## src/rtl/wav_stream_sample_decoder_core_defines.svh

```systemverilog
// assertion macros for the wav stream sample decoder
`ifndef WAV_STREAM_SAMPLE_DECODER_CORE_DEFINES_SVH
`define WAV_STREAM_SAMPLE_DECODER_CORE_DEFINES_SVH
`ifndef SYNTHESIS
// antecedent implies consequent in the same cycle
`define WSD_ASSERT_IMPLIES(label, clk, rst_n, ante, cons) \
  label: assert property (@(posedge clk) disable iff (!rst_n) (ante) |-> (cons)) \
    else $error("assertion failed");
// antecedent implies consequent in the next cycle
`define WSD_ASSERT_NEXT(label, clk, rst_n, ante, cons) \
  label: assert property (@(posedge clk) disable iff (!rst_n) (ante) |=> (cons)) \
    else $error("assertion failed");
`else
`define WSD_ASSERT_IMPLIES(label, clk, rst_n, ante, cons)
`define WSD_ASSERT_NEXT(label, clk, rst_n, ante, cons)
`endif
`endif

```

## src/rtl/wav_sd_pkg.sv

```systemverilog
package wav_sd_pkg;

  localparam int unsigned FIFO_DEPTH = 4;

  localparam logic [31:0] TAG_RIFF = 32'h52494646;
  localparam logic [31:0] TAG_WAVE = 32'h57415645;
  localparam logic [31:0] TAG_FMT  = 32'h666D7420;
  localparam logic [31:0] TAG_DATA = 32'h64617461;

  typedef enum logic [1:0] {
    KIND_SAMPLE = 2'd0,
    KIND_FINISH = 2'd1,
    KIND_ERROR  = 2'd2
  } kind_e;

  typedef enum logic [2:0] {
    ERR_NONE      = 3'd0,
    ERR_NOT_WAVE  = 3'd1,
    ERR_ENCODING  = 3'd2,
    ERR_LAYOUT    = 3'd3,
    ERR_TRUNCATED = 3'd4,
    ERR_MISSING   = 3'd5
  } err_e;

  typedef enum logic [1:0] {
    MODE_PCM16 = 2'd0,
    MODE_PCM24 = 2'd1,
    MODE_PCM32 = 2'd2,
    MODE_FLOAT = 2'd3
  } mode_e;

  // one queue entry: an optional sample followed by an optional finish/error
  typedef struct packed {
    logic        smp_vld;
    logic [31:0] raw;
    mode_e       mode;
    logic [15:0] chan;
    logic        term_vld;
    kind_e       term_kind;
    err_e        err;
    logic [31:0] rate;
    logic [15:0] count;
  } rec_t;

endpackage

```

## src/rtl/wav_sd_front.sv

```systemverilog
module wav_sd_front (
  input  logic              clk_i,
  input  logic              rst_ni,
  input  logic              in_valid_i,
  output logic              in_stall_o,
  input  logic [7:0]        byte_in_i,
  input  logic              end_of_stream_i,
  input  logic              full_i,
  output logic              push_o,
  output wav_sd_pkg::rec_t  rec_o
);

  typedef enum logic [2:0] {
    PH_HEADER, PH_CHUNK_HDR, PH_FMT, PH_SKIP, PH_DATA, PH_PAD, PH_DIV, PH_DONE
  } phase_e;

  phase_e      phase_q, phase_d;
  logic [31:0] bc_q, bc_d, tag_q, tag_d, len_q, len_d, rate_q, rate_d, shift_q, shift_d;
  logic [15:0] fmt_q, fmt_d, ch_q, ch_d, bits_q, bits_d, chan_q, chan_d;
  logic [1:0]  pos_q, pos_d, seen_q, seen_d, mod3_q, mod3_d;
  logic [13:0] rem_q, rem_d, rem_step;
  logic [4:0]  cnt_q, cnt_d;
  logic [12:0] bps;
  logic        accept, fail_now, smp_now, bc_last, len_ok, supported;
  logic [16:0] chan_inc;
  wav_sd_pkg::rec_t rec;

  // residue of the length bytes mod 3 (256 is 1 mod 3, so bytes just add)
  function automatic logic [1:0] mod3_add(input logic [1:0] r, input logic [7:0] b);
    logic [3:0] s;
    logic [2:0] t;
    logic [2:0] u;
    s = 4'(r) + 4'(b[1:0]) + 4'(b[3:2]) + 4'(b[5:4]) + 4'(b[7:6]);
    t = 3'(s[1:0]) + 3'(s[3:2]);
    u = 3'(t[1:0]) + 3'(t[2]);
    mod3_add = (u == 3'd3) ? 2'd0 : u[1:0];
  endfunction

  assign bps        = bits_q[15:3];
  assign in_stall_o = full_i || (phase_q == PH_DIV);
  assign accept     = in_valid_i && !in_stall_o;
  assign chan_inc   = 17'(chan_q) + 17'd1;
  assign rem_step   = ({rem_q[12:0], len_q[31]} >= 14'(bps)) ?
                      {rem_q[12:0], len_q[31]} - 14'(bps) : {rem_q[12:0], len_q[31]};
  assign supported  = (fmt_q == 16'd1 && (bits_q == 16'd16 || bits_q == 16'd24 ||
                       bits_q == 16'd32)) || (fmt_q == 16'd3 && bits_q == 16'd32);

  always_comb begin
    phase_d = phase_q; bc_d = bc_q; tag_d = tag_q; len_d = len_q; rate_d = rate_q;
    shift_d = shift_q; fmt_d = fmt_q; ch_d = ch_q; bits_d = bits_q; chan_d = chan_q;
    pos_d = pos_q; seen_d = seen_q; mod3_d = mod3_q; rem_d = rem_q; cnt_d = cnt_q;
    fail_now = 1'b0; smp_now = 1'b0; bc_last = 1'b0; len_ok = 1'b0;
    rec = '0;
    rec.chan  = chan_q;
    rec.mode  = (fmt_q == 16'd3) ? wav_sd_pkg::MODE_FLOAT :
                (bits_q == 16'd16) ? wav_sd_pkg::MODE_PCM16 :
                (bits_q == 16'd24) ? wav_sd_pkg::MODE_PCM24 : wav_sd_pkg::MODE_PCM32;
    push_o = 1'b0;
    if (phase_q == PH_DIV) begin
      // serial remainder of chunk length by bytes per sample
      if (!(cnt_q == 5'd31 && full_i)) begin
        rem_d = rem_step;
        len_d = {len_q[30:0], 1'b0};
        cnt_d = cnt_q + 5'd1;
        if (cnt_q == 5'd31) begin
          push_o = 1'b1;
          rec.term_vld  = 1'b1;
          rec.term_kind = wav_sd_pkg::KIND_ERROR;
          rec.err = (rem_step != 14'd0) ? wav_sd_pkg::ERR_LAYOUT : wav_sd_pkg::ERR_ENCODING;
          phase_d = PH_DONE;
        end
      end
    end else if (accept && phase_q != PH_DONE) begin
      bc_d = bc_q + 32'd1;
      case (phase_q)
        PH_HEADER: begin
          if (bc_q < 32'd4) tag_d = {tag_q[23:0], byte_in_i};
          else if (bc_q >= 32'd8) len_d = {len_q[23:0], byte_in_i};
          if (bc_q == 32'd11) begin
            if (tag_d != wav_sd_pkg::TAG_RIFF || len_d != wav_sd_pkg::TAG_WAVE) begin
              fail_now = 1'b1;
              rec.err  = wav_sd_pkg::ERR_NOT_WAVE;
            end else begin
              phase_d = PH_CHUNK_HDR;
              bc_d    = '0;
            end
          end
        end
        PH_CHUNK_HDR: begin
          case (bc_q[2:0])
            3'd0, 3'd1, 3'd2, 3'd3: tag_d = {tag_q[23:0], byte_in_i};
            3'd4: begin
              len_d  = {24'd0, byte_in_i};
              mod3_d = mod3_add(2'd0, byte_in_i);
            end
            3'd5: begin len_d[15:8]  = byte_in_i; mod3_d = mod3_add(mod3_q, byte_in_i); end
            3'd6: begin len_d[23:16] = byte_in_i; mod3_d = mod3_add(mod3_q, byte_in_i); end
            default: begin
              len_d[31:24] = byte_in_i;
              mod3_d       = mod3_add(mod3_q, byte_in_i);
            end
          endcase
          if (bc_q == 32'd7) begin
            bc_d = '0;
            if (tag_q == wav_sd_pkg::TAG_FMT) begin
              if (len_d < 32'd16) begin
                fail_now = 1'b1;
                rec.err  = wav_sd_pkg::ERR_ENCODING;
              end else begin
                phase_d = PH_FMT;
              end
            end else if (tag_q == wav_sd_pkg::TAG_DATA) begin
              case (bits_q)
                16'd16:  len_ok = !len_d[0];
                16'd24:  len_ok = (mod3_d == 2'd0);
                default: len_ok = (len_d[1:0] == 2'b00);
              endcase
              if (!seen_q[0] || ch_q == 16'd0 || rate_q == 32'd0) begin
                fail_now = 1'b1;
                rec.err  = wav_sd_pkg::ERR_MISSING;
              end else if (len_d == 32'd0) begin
                phase_d = PH_CHUNK_HDR;
              end else if (bps == 13'd0) begin
                fail_now = 1'b1;
                rec.err  = wav_sd_pkg::ERR_LAYOUT;
              end else if (supported) begin
                if (!len_ok) begin
                  fail_now = 1'b1;
                  rec.err  = wav_sd_pkg::ERR_LAYOUT;
                end else begin
                  seen_d[1] = 1'b1;
                  phase_d   = PH_DATA;
                  shift_d   = '0;
                  pos_d     = '0;
                  chan_d    = '0;
                end
              end else begin
                phase_d = PH_DIV;
                rem_d   = '0;
                cnt_d   = '0;
              end
            end else if (len_d == 32'd0) begin
              phase_d = PH_CHUNK_HDR;
            end else begin
              phase_d = PH_SKIP;
            end
          end
        end
        PH_FMT: begin
          case (bc_q[3:0])
            4'd0:  fmt_d = {8'd0, byte_in_i};
            4'd1:  fmt_d[15:8] = byte_in_i;
            4'd2:  ch_d = {8'd0, byte_in_i};
            4'd3:  ch_d[15:8] = byte_in_i;
            4'd4:  rate_d = {24'd0, byte_in_i};
            4'd5:  rate_d[15:8] = byte_in_i;
            4'd6:  rate_d[23:16] = byte_in_i;
            4'd7:  rate_d[31:24] = byte_in_i;
            4'd14: bits_d = {8'd0, byte_in_i};
            4'd15: bits_d[15:8] = byte_in_i;
            default: ;
          endcase
          if (bc_q == 32'd15) begin
            seen_d[0] = 1'b1;
            if (len_q == 32'd16) begin
              phase_d = len_q[0] ? PH_PAD : PH_CHUNK_HDR;
              bc_d    = '0;
            end else begin
              phase_d = PH_SKIP;
            end
          end
        end
        PH_SKIP: bc_last = (bc_d == len_q);
        PH_DATA: begin
          shift_d = shift_q | ({24'd0, byte_in_i} << {pos_q, 3'b000});
          if (3'(pos_q) + 3'd1 >= bps[2:0]) begin
            smp_now = 1'b1;
            rec.raw = shift_d;
            chan_d  = (chan_inc >= 17'(ch_q)) ? 16'd0 : chan_inc[15:0];
            shift_d = '0;
            pos_d   = '0;
          end else begin
            pos_d = pos_q + 2'd1;
          end
          bc_last = (bc_d == len_q);
        end
        PH_PAD: begin
          phase_d = PH_CHUNK_HDR;
          bc_d    = '0;
        end
        default: ;
      endcase
      if (bc_last) begin
        phase_d = len_q[0] ? PH_PAD : PH_CHUNK_HDR;
        bc_d    = '0;
      end
      // end of stream judged on the state after this byte
      if (end_of_stream_i && !fail_now && phase_d != PH_DIV) begin
        if (phase_d == PH_HEADER) begin
          fail_now = 1'b1;
          rec.err  = wav_sd_pkg::ERR_NOT_WAVE;
        end else if ((phase_d == PH_CHUNK_HDR && bc_d != 32'd0) || phase_d == PH_FMT ||
                     phase_d == PH_DATA) begin
          fail_now = 1'b1;
          rec.err  = wav_sd_pkg::ERR_TRUNCATED;
        end else if (!seen_d[1]) begin
          fail_now = 1'b1;
          rec.err  = wav_sd_pkg::ERR_MISSING;
        end else begin
          rec.term_vld  = 1'b1;
          rec.term_kind = wav_sd_pkg::KIND_FINISH;
          phase_d       = PH_DONE;
        end
      end
      if (fail_now) begin
        rec.term_vld  = 1'b1;
        rec.term_kind = wav_sd_pkg::KIND_ERROR;
        phase_d       = PH_DONE;
      end
      rec.smp_vld = smp_now;
      push_o      = smp_now || rec.term_vld;
    end
    // fields as updated by this byte
    rec.rate  = rate_d;
    rec.count = ch_d;
    rec_o = rec;
  end

  always_ff @(posedge clk_i or negedge rst_ni) begin
    if (!rst_ni) begin
      phase_q <= PH_HEADER; bc_q <= '0; tag_q <= '0; len_q <= '0; rate_q <= '0;
      shift_q <= '0; fmt_q <= '0; ch_q <= '0; bits_q <= '0; chan_q <= '0;
      pos_q <= '0; seen_q <= '0; mod3_q <= '0; rem_q <= '0; cnt_q <= '0;
    end else begin
      phase_q <= phase_d; bc_q <= bc_d; tag_q <= tag_d; len_q <= len_d; rate_q <= rate_d;
      shift_q <= shift_d; fmt_q <= fmt_d; ch_q <= ch_d; bits_q <= bits_d;
      chan_q <= chan_d; pos_q <= pos_d; seen_q <= seen_d;
      mod3_q <= mod3_d; rem_q <= rem_d; cnt_q <= cnt_d;
    end
  end

endmodule

```

## src/rtl/wav_sd_fifo.sv

```systemverilog
module wav_sd_fifo #(
  parameter int unsigned Depth = wav_sd_pkg::FIFO_DEPTH
) (
  input  logic             clk_i,
  input  logic             rst_ni,
  input  logic             push_i,
  input  wav_sd_pkg::rec_t wdata_i,
  input  logic             pop_i,
  output wav_sd_pkg::rec_t rdata_o,
  output logic             empty_o,
  output logic             full_o
);

  localparam int unsigned AW = (Depth > 1) ? $clog2(Depth) : 1;
  localparam int unsigned CW = $clog2(Depth + 1);

  wav_sd_pkg::rec_t mem_q [Depth];
  logic [AW-1:0] wr_q, rd_q;
  logic [CW-1:0] cnt_q;

  assign empty_o = (cnt_q == '0);
  assign full_o  = (cnt_q == CW'(Depth));
  assign rdata_o = mem_q[rd_q];

  always_ff @(posedge clk_i) begin
    if (push_i) mem_q[wr_q] <= wdata_i;
  end

  always_ff @(posedge clk_i or negedge rst_ni) begin
    if (!rst_ni) begin
      wr_q  <= '0;
      rd_q  <= '0;
      cnt_q <= '0;
    end else begin
      if (push_i) wr_q <= (wr_q == AW'(Depth - 1)) ? '0 : wr_q + AW'(1);
      if (pop_i)  rd_q <= (rd_q == AW'(Depth - 1)) ? '0 : rd_q + AW'(1);
      if (push_i && !pop_i) cnt_q <= cnt_q + CW'(1);
      else if (pop_i && !push_i) cnt_q <= cnt_q - CW'(1);
    end
  end

endmodule

```

## src/rtl/wav_sd_back.sv

```systemverilog
module wav_sd_back (
  input  logic             clk_i,
  input  logic             rst_ni,
  input  wav_sd_pkg::rec_t head_i,
  input  logic             empty_i,
  output logic             pop_o,
  output logic             out_valid_o,
  input  logic             out_stall_i,
  output logic [1:0]       kind_o,
  output logic [39:0]      sample_value_o,
  output logic [15:0]      channel_index_o,
  output logic [31:0]      sample_rate_o,
  output logic [15:0]      channel_count_o,
  output logic [2:0]       error_code_o,
  output logic             last_o
);

  logic        valid_q, sent_q, load, load_smp;
  logic [1:0]  kind_q;
  logic [39:0] value_q, conv;
  logic [15:0] chan_q, count_q;
  logic [31:0] rate_q;
  logic [2:0]  err_q;
  logic        last_q;
  logic [7:0]  e, ee;
  logic [22:0] f;
  logic [23:0] m;
  logic [7:0]  sh;
  logic [38:0] mag;
  logic [31:0] r;

  // sample conversion to q3.36
  always_comb begin
    r  = head_i.raw;
    e  = r[30:23];
    f  = r[22:0];
    m  = (e != 8'd0) ? {1'b1, f} : {1'b0, f};
    ee = (e != 8'd0) ? e : 8'd1;
    sh = 8'd114 - ee;
    mag = '0;
    if (e >= 8'd129) begin
      mag = 39'(1) << 38;
    end else if (ee >= 8'd114) begin
      mag = 39'(m) << (ee - 8'd114);
    end else if (sh < 8'd26) begin
      mag = (39'(m) + (39'(1) << (sh - 8'd1))) >> sh;
    end
    if (e == 8'hFF && f != 23'd0) mag = '0;
    case (head_i.mode)
      wav_sd_pkg::MODE_PCM16: conv = {{3{r[15]}}, r[15:0], 21'd0};
      wav_sd_pkg::MODE_PCM24: conv = {{3{r[23]}}, r[23:0], 13'd0};
      wav_sd_pkg::MODE_PCM32: conv = {{3{r[31]}}, r, 5'd0};
      default: conv = r[31] ? (40'd0 - {1'b0, mag}) : {1'b0, mag};
    endcase
  end

  assign load     = (!valid_q || !out_stall_i) && !empty_i;
  assign load_smp = head_i.smp_vld && !sent_q;
  assign pop_o    = load && !(load_smp && head_i.term_vld);

  always_ff @(posedge clk_i or negedge rst_ni) begin
    if (!rst_ni) begin
      valid_q <= 1'b0;
      sent_q  <= 1'b0;
    end else if (!valid_q || !out_stall_i) begin
      valid_q <= !empty_i;
      if (load) sent_q <= load_smp && head_i.term_vld;
    end
  end

  always_ff @(posedge clk_i) begin
    if (load) begin
      rate_q  <= head_i.rate;
      count_q <= head_i.count;
      if (load_smp) begin
        kind_q  <= wav_sd_pkg::KIND_SAMPLE;
        value_q <= conv;
        chan_q  <= head_i.chan;
        err_q   <= wav_sd_pkg::ERR_NONE;
        last_q  <= !head_i.term_vld;
      end else begin
        kind_q  <= head_i.term_kind;
        value_q <= '0;
        chan_q  <= '0;
        err_q   <= head_i.err;
        last_q  <= 1'b1;
      end
    end
  end

  assign out_valid_o     = valid_q;
  assign kind_o          = kind_q;
  assign sample_value_o  = value_q;
  assign channel_index_o = chan_q;
  assign sample_rate_o   = rate_q;
  assign channel_count_o = count_q;
  assign error_code_o    = err_q;
  assign last_o          = last_q;

endmodule

```

## src/rtl/wav_stream_sample_decoder_core.sv

```systemverilog
// channel  direction  handshake             payload
// in       input      in_valid_i/in_stall_o byte_in_i, end_of_stream_i
// out      output     out_valid_o/out_stall_i kind, sample, channel, rate, count, error, last
//
// one byte per cycle while in_stall_o is low; a data chunk header with an unsupported
//   encoding runs a serial remainder check (stall high) before its error is queued
// a byte that completes a sample and ends the stream yields two results, drained
//   by the output stage one after the other; the queue absorbs the difference
// in_stall_o rises when the transaction queue is full or the remainder check runs
// reset is asynchronous and active low; after finish or error bytes are taken and dropped
`include "wav_stream_sample_decoder_core_defines.svh"

module wav_stream_sample_decoder_core #(
  parameter int unsigned FifoDepth = wav_sd_pkg::FIFO_DEPTH
) (
  input  logic        clk_i,
  input  logic        rst_ni,
  input  logic        in_valid_i,
  output logic        in_stall_o,
  input  logic [7:0]  byte_in_i,
  input  logic        end_of_stream_i,
  output logic        out_valid_o,
  input  logic        out_stall_i,
  output logic [1:0]  kind_o,
  output logic signed [39:0] sample_value_o,
  output logic [15:0] channel_index_o,
  output logic [31:0] sample_rate_o,
  output logic [15:0] channel_count_o,
  output logic [2:0]  error_code_o,
  output logic        last_o
);

  // front parser to queue
  wav_sd_pkg::rec_t push_rec, head_rec;
  logic push, pop, q_empty, q_full;
  logic [39:0] value;

  // header/chunk walker, classifies each byte and queues the transaction
  wav_sd_front u_front (
    .clk_i, .rst_ni, .in_valid_i, .in_stall_o, .byte_in_i, .end_of_stream_i,
    .full_i (q_full),
    .push_o (push),
    .rec_o  (push_rec)
  );

  // short queue so the parser and the output side stall independently
  wav_sd_fifo #(.Depth(FifoDepth)) u_fifo (
    .clk_i, .rst_ni,
    .push_i  (push),
    .wdata_i (push_rec),
    .pop_i   (pop),
    .rdata_o (head_rec),
    .empty_o (q_empty),
    .full_o  (q_full)
  );

  // sample conversion and output register
  wav_sd_back u_back (
    .clk_i, .rst_ni,
    .head_i  (head_rec),
    .empty_i (q_empty),
    .pop_o   (pop),
    .out_valid_o, .out_stall_i, .kind_o,
    .sample_value_o (value),
    .channel_index_o, .sample_rate_o, .channel_count_o, .error_code_o, .last_o
  );

  assign sample_value_o = $signed(value);

  // queue never written while full unless a pop comes with the write
  `WSD_ASSERT_IMPLIES(a_no_overflow, clk_i, rst_ni, push, !q_full || pop)
  // finish and error results always close their byte
  `WSD_ASSERT_IMPLIES(a_term_last, clk_i, rst_ni,
    out_valid_o && kind_o != wav_sd_pkg::KIND_SAMPLE, last_o)
  // samples carry no error code
  `WSD_ASSERT_IMPLIES(a_smp_no_err, clk_i, rst_ni,
    out_valid_o && kind_o == wav_sd_pkg::KIND_SAMPLE, error_code_o == wav_sd_pkg::ERR_NONE)
  // an error result is followed by no sample
  `WSD_ASSERT_NEXT(a_err_final, clk_i, rst_ni,
    out_valid_o && !out_stall_i && kind_o == wav_sd_pkg::KIND_ERROR, !push)

endmodule
```

## config.mk

```make
export PLATFORM = sky130hd
export DESIGN_NAME = wav_stream_sample_decoder_core
export DESIGN_NICKNAME = d
export VERILOG_FILES = /design/src/rtl/wav_sd_pkg.sv /design/src/rtl/wav_sd_front.sv /design/src/rtl/wav_sd_fifo.sv /design/src/rtl/wav_sd_back.sv /design/src/rtl/wav_stream_sample_decoder_core.sv
export VERILOG_INCLUDE_DIRS = /design/src /design/src/rtl
export SDC_FILE = /design/constraint.sdc
export NUM_CORES = 2
export LEC_CHECK = 0
export BUFFER_PORTS_ARGS = -buffer_cell sky130_fd_sc_hd__buf_2
export CORE_ASPECT_RATIO = 1.1
export CORE_MARGIN = 3
export CORE_UTILIZATION = 25
export DETAILED_ROUTE_END_ITERATION = 8
export SLEW_MARGIN = 10
export SYNTH_ARGS = -nofsm -noshare
export SYNTH_HDL_FRONTEND = slang
export SYNTH_SLANG_ARGS = --single-unit
```

## constraint.sdc

```tcl
create_clock -name clk_i -period 13.2 [get_ports clk_i]
set_clock_uncertainty 0.2 [all_clocks]
set_input_delay 0.66 -clock clk_i [delete_from_list [all_inputs] [get_ports clk_i]]
set_output_delay 0.66 -clock clk_i [all_outputs]
set_load 0.005 [all_outputs]
```

# == Yosys cells after proc, flatten, opt, wreduce, memory -nomap -nowiden ==
# Memory sizes are Yosys's and may differ from the RTL's.
# Index checks and enable logic that the tools add are counted.
# totals
word_cells,458
n_memories,1
ff_bits,370
mem_bits_rw,420
# mem_list
memory,words,word_bits,read_ports,rd_clocked_by_memory_dff,wr,line,text
u_fifo.mem_q,4,105,1,0,1,wav_sd_fifo.sv:17,wav_sd_pkg::rec_t mem_q [Depth];
# op_classes
n_shift,4
magnitude_cmp,9
n_eq_ne,66
mux,239
bitwise_logic,2
addsub,26
reduce_logical,81
# ops
operator,n
$mux W32,35
$mux W16,13
$pmux W32 S2,3
$mux W39,4
$pmux W8 S2,9
$mux W13,11
$mux W3,45
$mux W8,16
$pmux W32 S4,1
$pmux W40 S3,1
$mux W33,2
$eq A32 B31 Y1 const B,2
$eq A32 B4 Y1 const B,2
$logic_not A32 Y1,2
$ne A32 B31 Y1 const B,2
$mux W5,11
$mux W1,51
$mux W2,22
$mux W40,1
$sub A1 B39 Y40 const A,1
$add A24 B39 Y39,1
$shl A1 B8 Y39 const A,1
$shl A24 B8 Y39,1
$shr A39 B8 Y39,1
other kinds (78),189

# == Logic depth before layout (Yosys ltp) ==
# logic_depth
depth_word,51
ltp_mapped,42
mapped_depth_nobuf,36

# == By module ==
# A second synthesis with hierarchy kept.
# hier_totals
cells_unflattened,4124
area_unflattened_um2,44883.0
# modules_own_cells
module,area_each_um2,seq_area_each_um2,instances,cells_each
wav_sd_front,17142.7,6281.0,1,2003
wav_sd_fifo,15537.4,12787.3,1,586
wav_sd_back,12203.0,3353.2,1,1535

# == Least setup slack after synthesis ==
# Ideal clock, no wire load.
# synth_timing
kind,input-to-reg
start,input port byte_in_i[1]
end,memory u_fifo.mem_q[0][0] in the netlist's numbering (enable)
cell_stages,31
t_arrival_ns,8.736
path_slack_ns,3.788
n_path_buf,2
cell_sequence,clkbuf_1 -> inv_1 -> fa_1 -> fa_1 -> inv_1 -> fa_1 -> ha_1 -> inv_1 -> fa_1 -> inv_1 -> ha_1 -> inv_1 -> fa_1 -> inv_1 -> ha_1 -> nand2b_1 -> nand3b_1 -> a31oi_1 -> o311ai_0 -> a31oi_1 -> nor2_1 -> nand3_1 -> o21ai_0 -> mux2i_1 -> nor2_1 -> nand2_1 -> a21oi_1 -> o21ai_1 -> nand2b_1 -> clkbuf_1 -> and2_1
# synth_via
elab_chain_cells,49
word_cells_on_any_way,135
classes_between,add/sub: 11; order compare: 1; eq/ne: 8; mux: 102; reduce/logical: 13
# synth_lines
item,line,text
start: declaration,wav_stream_sample_decoder_core.sv:20,"input logic [7:0] byte_in_i,"
$add A2 B2 Y3,wav_sd_front.sv:33,s = 4'(r) + 4'(b[1:0]) + 4'(b[3:2]) + 4'(b[5:4]) + 4'(b[7:6]);
$add A4 B2 Y4 (3 in a row),wav_sd_front.sv:33,
$add A2 B2 Y3,wav_sd_front.sv:34,t = 3'(s[1:0]) + 3'(s[3:2]);
$add A2 B1 Y3,wav_sd_front.sv:35,u = 3'(t[1:0]) + 3'(t[2]);
$eq A3 B2 Y1,wav_sd_front.sv:36,mod3_add = (u == 3'd3) ? 2'd0 : u[1:0];
$mux W2,wav_sd_front.sv:36,
$pmux W2 S2,wav_sd_front.sv:90,case (bc_q[2:0])
$mux W2,wav_sd_front.sv:75,case (phase_q)
[... 32 more ...],-,
$mux W3 (*),wav_sd_front.sv:73,end else if (accept && phase_q != PH_DONE) begin
$mux W3 (*),wav_sd_front.sv:59,if (phase_q == PH_DIV) begin
$logic_or A1 B1 Y1 (*),wav_sd_front.sv:221,push_o = smp_now || rec.term_vld;
$mux W1 (*),wav_sd_front.sv:73,
$mux W1 (*),wav_sd_front.sv:59,
via push,wav_stream_sample_decoder_core.sv:35,"logic push, pop, q_empty, q_full;"
$mux W1 (*),wav_sd_fifo.sv:26,if (push_i) mem_q[wr_q] <= wdata_i;
$mux W1 (implied by the code) (*),wav_sd_fifo.sv:26,
end: declaration,wav_sd_fifo.sv:17,
# Mark *: on every way through the listed nets, which the timed path passes. The rest lies on a longest branch. The select of a mux whose other input is x is not followed.

# == Final worst setup path ==
# layout_timing
start,register u_fifo.rd_q[0]
end,"register u_back.value_q[36], in the netlist u_back.sample_value_o[36] (data pin)"
# layout_via
elab_chain_cells,15
word_cells_on_any_way,28
classes_between,add/sub: 5; order compare: 3; eq/ne: 3; shift: 3; mux: 8; reduce/logical: 5; memory: 1
# layout_lines
item,line,text
start: declaration,wav_sd_fifo.sv:18,"logic [AW-1:0] wr_q, rd_q;"
start signal: assignment,wav_sd_fifo.sv:36,if (pop_i) rd_q <= (rd_q == AW'(Depth - 1)) ? '0 : rd_q + AW'(1);
$mem_v2 Z4 W105 (*),-,
$reduce_bool A8 Y1,"wav_sd_back.sv:37, wav_sd_back.sv:38",
$mux W8,wav_sd_back.sv:38,ee = (e != 8'd0) ? e : 8'd1;
$sub A7 B8 Y8,wav_sd_back.sv:39,sh = 8'd114 - ee;
$sub A8 B1 Y8,wav_sd_back.sv:46,mag = (39'(m) + (39'(1) << (sh - 8'd1))) >> sh;
$shl A1 B8 Y39,wav_sd_back.sv:46,
$add A24 B39 Y39,wav_sd_back.sv:46,
$shr A39 B8 Y39,wav_sd_back.sv:46,
$mux W39,wav_sd_back.sv:45,end else if (sh < 8'd26) begin
$mux W39,wav_sd_back.sv:43,end else if (ee >= 8'd114) begin
$mux W39,wav_sd_back.sv:41,if (e >= 8'd129) begin
$mux W39,wav_sd_back.sv:48,if (e == 8'hFF && f != 23'd0) mag = '0;
$sub A1 B39 Y40,wav_sd_back.sv:53,"default: conv = r[31] ? (40'd0 - {1'b0, mag}) : {1'b0, mag};"
$mux W40,wav_sd_back.sv:53,
$pmux W40 S3,wav_sd_back.sv:49,case (head_i.mode)
end signal: assignment,wav_sd_back.sv:77,value_q <= conv;
end: declaration,wav_sd_back.sv:20,"logic [39:0] value_q, conv;"
# Mark *: on every way between the ends. The rest lies on a longest branch, timed or not.
# A chain may end at the register's enable or synchronous reset.

==> flow_metrics.py <==
metrics = {
    "power": {
        "p_total_mw": 6.421,
        "p_seq_share_pct": 44.8,
        "internal_power_mw": 4.624,
        "p_leak_nw": 16.69,
        "vdd_drop_max_v": 0.0001452,
        "power.density_nw_per_um2": 131.1,
        "comb_power_share_pct": 16.2,
        "switchingPower_mw": 1.797,
        "p_sw_share_pct": 27.98,
        "p_clk_share_pct": 39.0,
    },
    "clock_tree": {
        "htreeDepth": 3,
        "root_buffer": "clkbuf_16",
        "cts_tree": "yes",
        "cts_resized": 0,
        "clock_sinks": 790,
        "cts_setup_buffers": 0,
        "numCtsBuffers": 87,
        "clockBufferDepth": 3,
        "clkTransAtPathRegs_ns": 0.06,
        "insertion_delay_ns": 0.69,
    },
    "floorplanning": {
        "core-area_sq_um": 170900,
        "die_y_um": 441.0,
        "dieArea_sq_um": 177000,
        "chipWidth_um": 401.4,
        "rows": 159,
        "start_util_pct": 25.16,
        "ios": 125,
    },
    "synth": {
        "syn_avg_cell_area_sq_um": 11.04,
        "synth_area_leaders": "edfxtp_1 (37%), dfrtp_1 (15%), mux4_2 (5.8%), nand2_1 (3.3%), a21oi_1 (2.8%)",
        "synth_flop_cell": "edfxtp_1",
        "synth_top_cell_by_area": "edfxtp_1",
        "yosysSeqAreaShare_pct": 52.14,
        "synth.top_cell.area_share_pct": 37.01,
        "syn_inst": 3895,
        "muxShareOfSynthArea_pct": 9.246,
        "synth_compound_area_share_pct": 14.81,
        "synth_nets": 4010,
        "synth_area_sq_um": 43000,
        "synthArstFlopShare_pct": 32.91,
        "synth_xor_area_share_pct": 3.288,
        "synthMostInstantiatedCell": "edfxtp_1",
        "yosys.area_share.simple_pct": 13.75,
        "synth_seq_cells": 790,
        "synth_top_family_by_area": "compound AO/OA/AOI/OAI gates",
        "yosys.area_share.adder_pct": 3.212,
        "ys_warn_count": 0,
        "synth_common_cells": "edfxtp_1 (530), nand2_1 (377), nor2_1 (298)",
        "synth_edf_count": 530,
        "synth_cell_types": 113,
    },
    "final_layout": {
        "nets": 4025,
        "area_growth_pct": 13.86,
        "drive_above_1_share_pct": 13.69,
    },
    "critical_path": {
        "cpMostUsedCell": "ha_1",
        "cp.required_ns": 13.41,
        "cp_slowest_cell": "mux4_2",
        "crit_path_start_kind": "flip-flop",
        "arrival_ns": 11.19,
        "max_stage_delay_ns": 0.80,
        "critPathKind": "reg2reg",
        "worstSetupEndpointType": "flip-flop",
        "cp_max_fo": 41,
    },
    "drt": {
        "wl_met1_um": 57460,
        "finalWirelength_um": 136100,
        "route.met3.wl_um": 9098,
        "viasPerCell": 5.230,
        "wl_per_cell_um": 21.80,
        "top_layer": "met5",
        "wl_met2_um": 64320,
        "ant_nets": 0,
        "vias": 32650,
        "drc": 0,
        "first_pass_iters": 8,
        "drt-initial-drc-count": 3347,
    },
    "place": {
        "dp_hpwl_um": 94310,
        "port_buffers": 124,
        "gp_congestion": 0.9719,
        "place_ws_ns": 2.379,
    },
    "global_route": {
        "grt_pass1_wl_um": 205800,
        "grt_overflow": 0,
        "antenna_found_initial": 12,
        "first_global_vias": 31890,
        "grt_max_degree": 114,
        "gr-usage-all-layers_pct": 14.97,
    },
    "sta": {
        "timing.final.crit_share_pct": 83.18,
        "fin_ws_ns": 2.220,
        "tns_ns": 0,
        "fin_crit_ns": 10.98,
        "fmax_mhz": 91.08,
        "final_hold_viol_count": 0,
        "rsz0062_at_grt": "false",
        "tightest_slew_ns": 1.178,
        "max_slew_margin_pct": 20.63,
        "finalSetupViolCount": 0,
        "drv_slew": 0,
    },
    "min_path": {
        "hold_class": "in2reg",
    },
    "run_status": {
        "status": "finished, final reports clean",
    },
    "flow_run": {
        "cap_viol_max_count": 0,
    },
}
[cell type report]
class	count	area [sq um]
fillers	17450	121900
inverters	128	480.5
flip-flops and latches	790	22430
diodes	7	17.52
well taps	2254	2820
clock inverters	47	638.1
multi-input cells	2717	19150
repair buffers	186	1114
clock buffers	114	2318
[cell usage in the layout, fill, tap and decap left out, drive strengths merged, types with 25 or more instances in the layout]
master and n:
mux2i 89, mux2 54, a31oi 56, and3 52, edfxtp 530, xnor2 98, o22ai 70, o21ai 252
a21o 27, a211oi 33, nor4 62, inv 134, ha 88, dfrtp 260, mux4 110, and2 52
clkinv 28, xor2 60, nand4 57, o21a 25, nor2 299, o31ai 45, o211ai 45, clkbuf 114
nand2 378, a21oi 243, or3 28, nor3 81, nand3 98, buf 184
[logic make-up (layout without fill, tap and decap cells)]
| family | after synthesis | count (layout) |
|---|---|---|
| and+or+nand+nor | 1216 | 1216 |
| buffers and inverters | 388 | 475 |
| AOI/OAI and AO/OA | 987 | 987 |
| other | 0 | 7 |
| adders and majority gates | 102 | 102 |
| DFF | 790 | 790 |
| xor gates and xnor gates | 159 | 159 |
| muxes | 253 | 253 |
[flip-flops by register name, indices dropped and copies added, names as in the netlist, 32 cells and up]
| register | count |
|---|---|
| u_front.tag_q | 32 |
| u_front.rate_q | 32 |
| u_back.sample_value_o | 40 |
| u_front.shift_q | 32 |
| u_front.len_q | 32 |
| u_front.bc_q | 32 |
| u_fifo.mem_q | 420 |
| u_back.sample_rate_o | 32 |
[power groups by stage]
| stage | logic [mW] | clock network, mW | registers [mW] |
|---|---|---|---|
| final | 1.04 | 2.50 | 2.88 |
| after global routing | 1.13 | 2.67 | 2.89 |
| after CTS | 1.05 | 2.57 | 2.89 |
| after detailed placement | 1.05 | 0 | 2.93 |
| after global placement | 1.05 | 0 | 2.93 |
| after floorplan | 0.638 | 0 | 2.91 |
[repair_timing]
| action | in CTS | in global routing |
|---|---|---|
| endpoints found under the setup margin | 0 | 0 |
| hold buffers | 2 | 0 |
| endpoints found under the hold margin | 113 | 0 |
[layer usage]
layer | global-route usage, % | vias up
met5 | 0 | -
met4 | 5.826 | 10
met3 | 2.577 | 297
met2 | 24.73 | 1333
met1 | 19.54 | 16210
li1 | - | 14800
[critical path, delay by kind of cell (launching register included)]
kind / cells / cell delay, ns
muxes: 2 / 1.07
xor gates and xnor gates: 1 / 0.20
adders and majority gates: 4 / 1.23
buffers and inverters: 2 / 0.39
AOI/OAI and AO/OA: 11 / 3.01
and+or+nand+nor: 13 / 3.88
DFF: 1 / 0.69
[stage by stage]
step	cell area (sq um)	instances	utilization [%]	hold WS [ns]
floorplan	43000	3895	-	0.1644
global placement	45970	6073	26.90	0.2564
detailed placement	45970	6073	26.90	0.2681
CTS	48950	6236	28.64	0.08065
global route	48950	6236	28.64	0.1561
finish	48970	6243	28.65	0.1288
[path summary, 6_finish.rpt]
path                                          startpoint                                 endpoint  slack, ns  cells past startpoint
min in group asynchronous                         rst_ni                u_front.ch_q[7]$_DFF_PN0_       0.49                      2
max reg2reg                   u_fifo.rd_q[0]$_DFFE_PN0P_  u_back.sample_value_o[36]$_SDFFCE_PN0P_       2.22                     33
min                                      end_of_stream_i           u_front.phase_q[2]$_DFFE_PN0P_       0.13                      3
min reg2reg                u_front.bits_q[0]$_DFFE_PN0P_            u_front.bits_q[0]$_DFFE_PN0P_       0.28                      2
max                           u_fifo.rd_q[0]$_DFFE_PN0P_  u_back.sample_value_o[36]$_SDFFCE_PN0P_       2.22                     33
max in group asynchronous                         rst_ni               u_fifo.rd_q[1]$_DFFE_PN0P_       9.79                      4
Note: power is estimated with default switching activity, not from simulation.
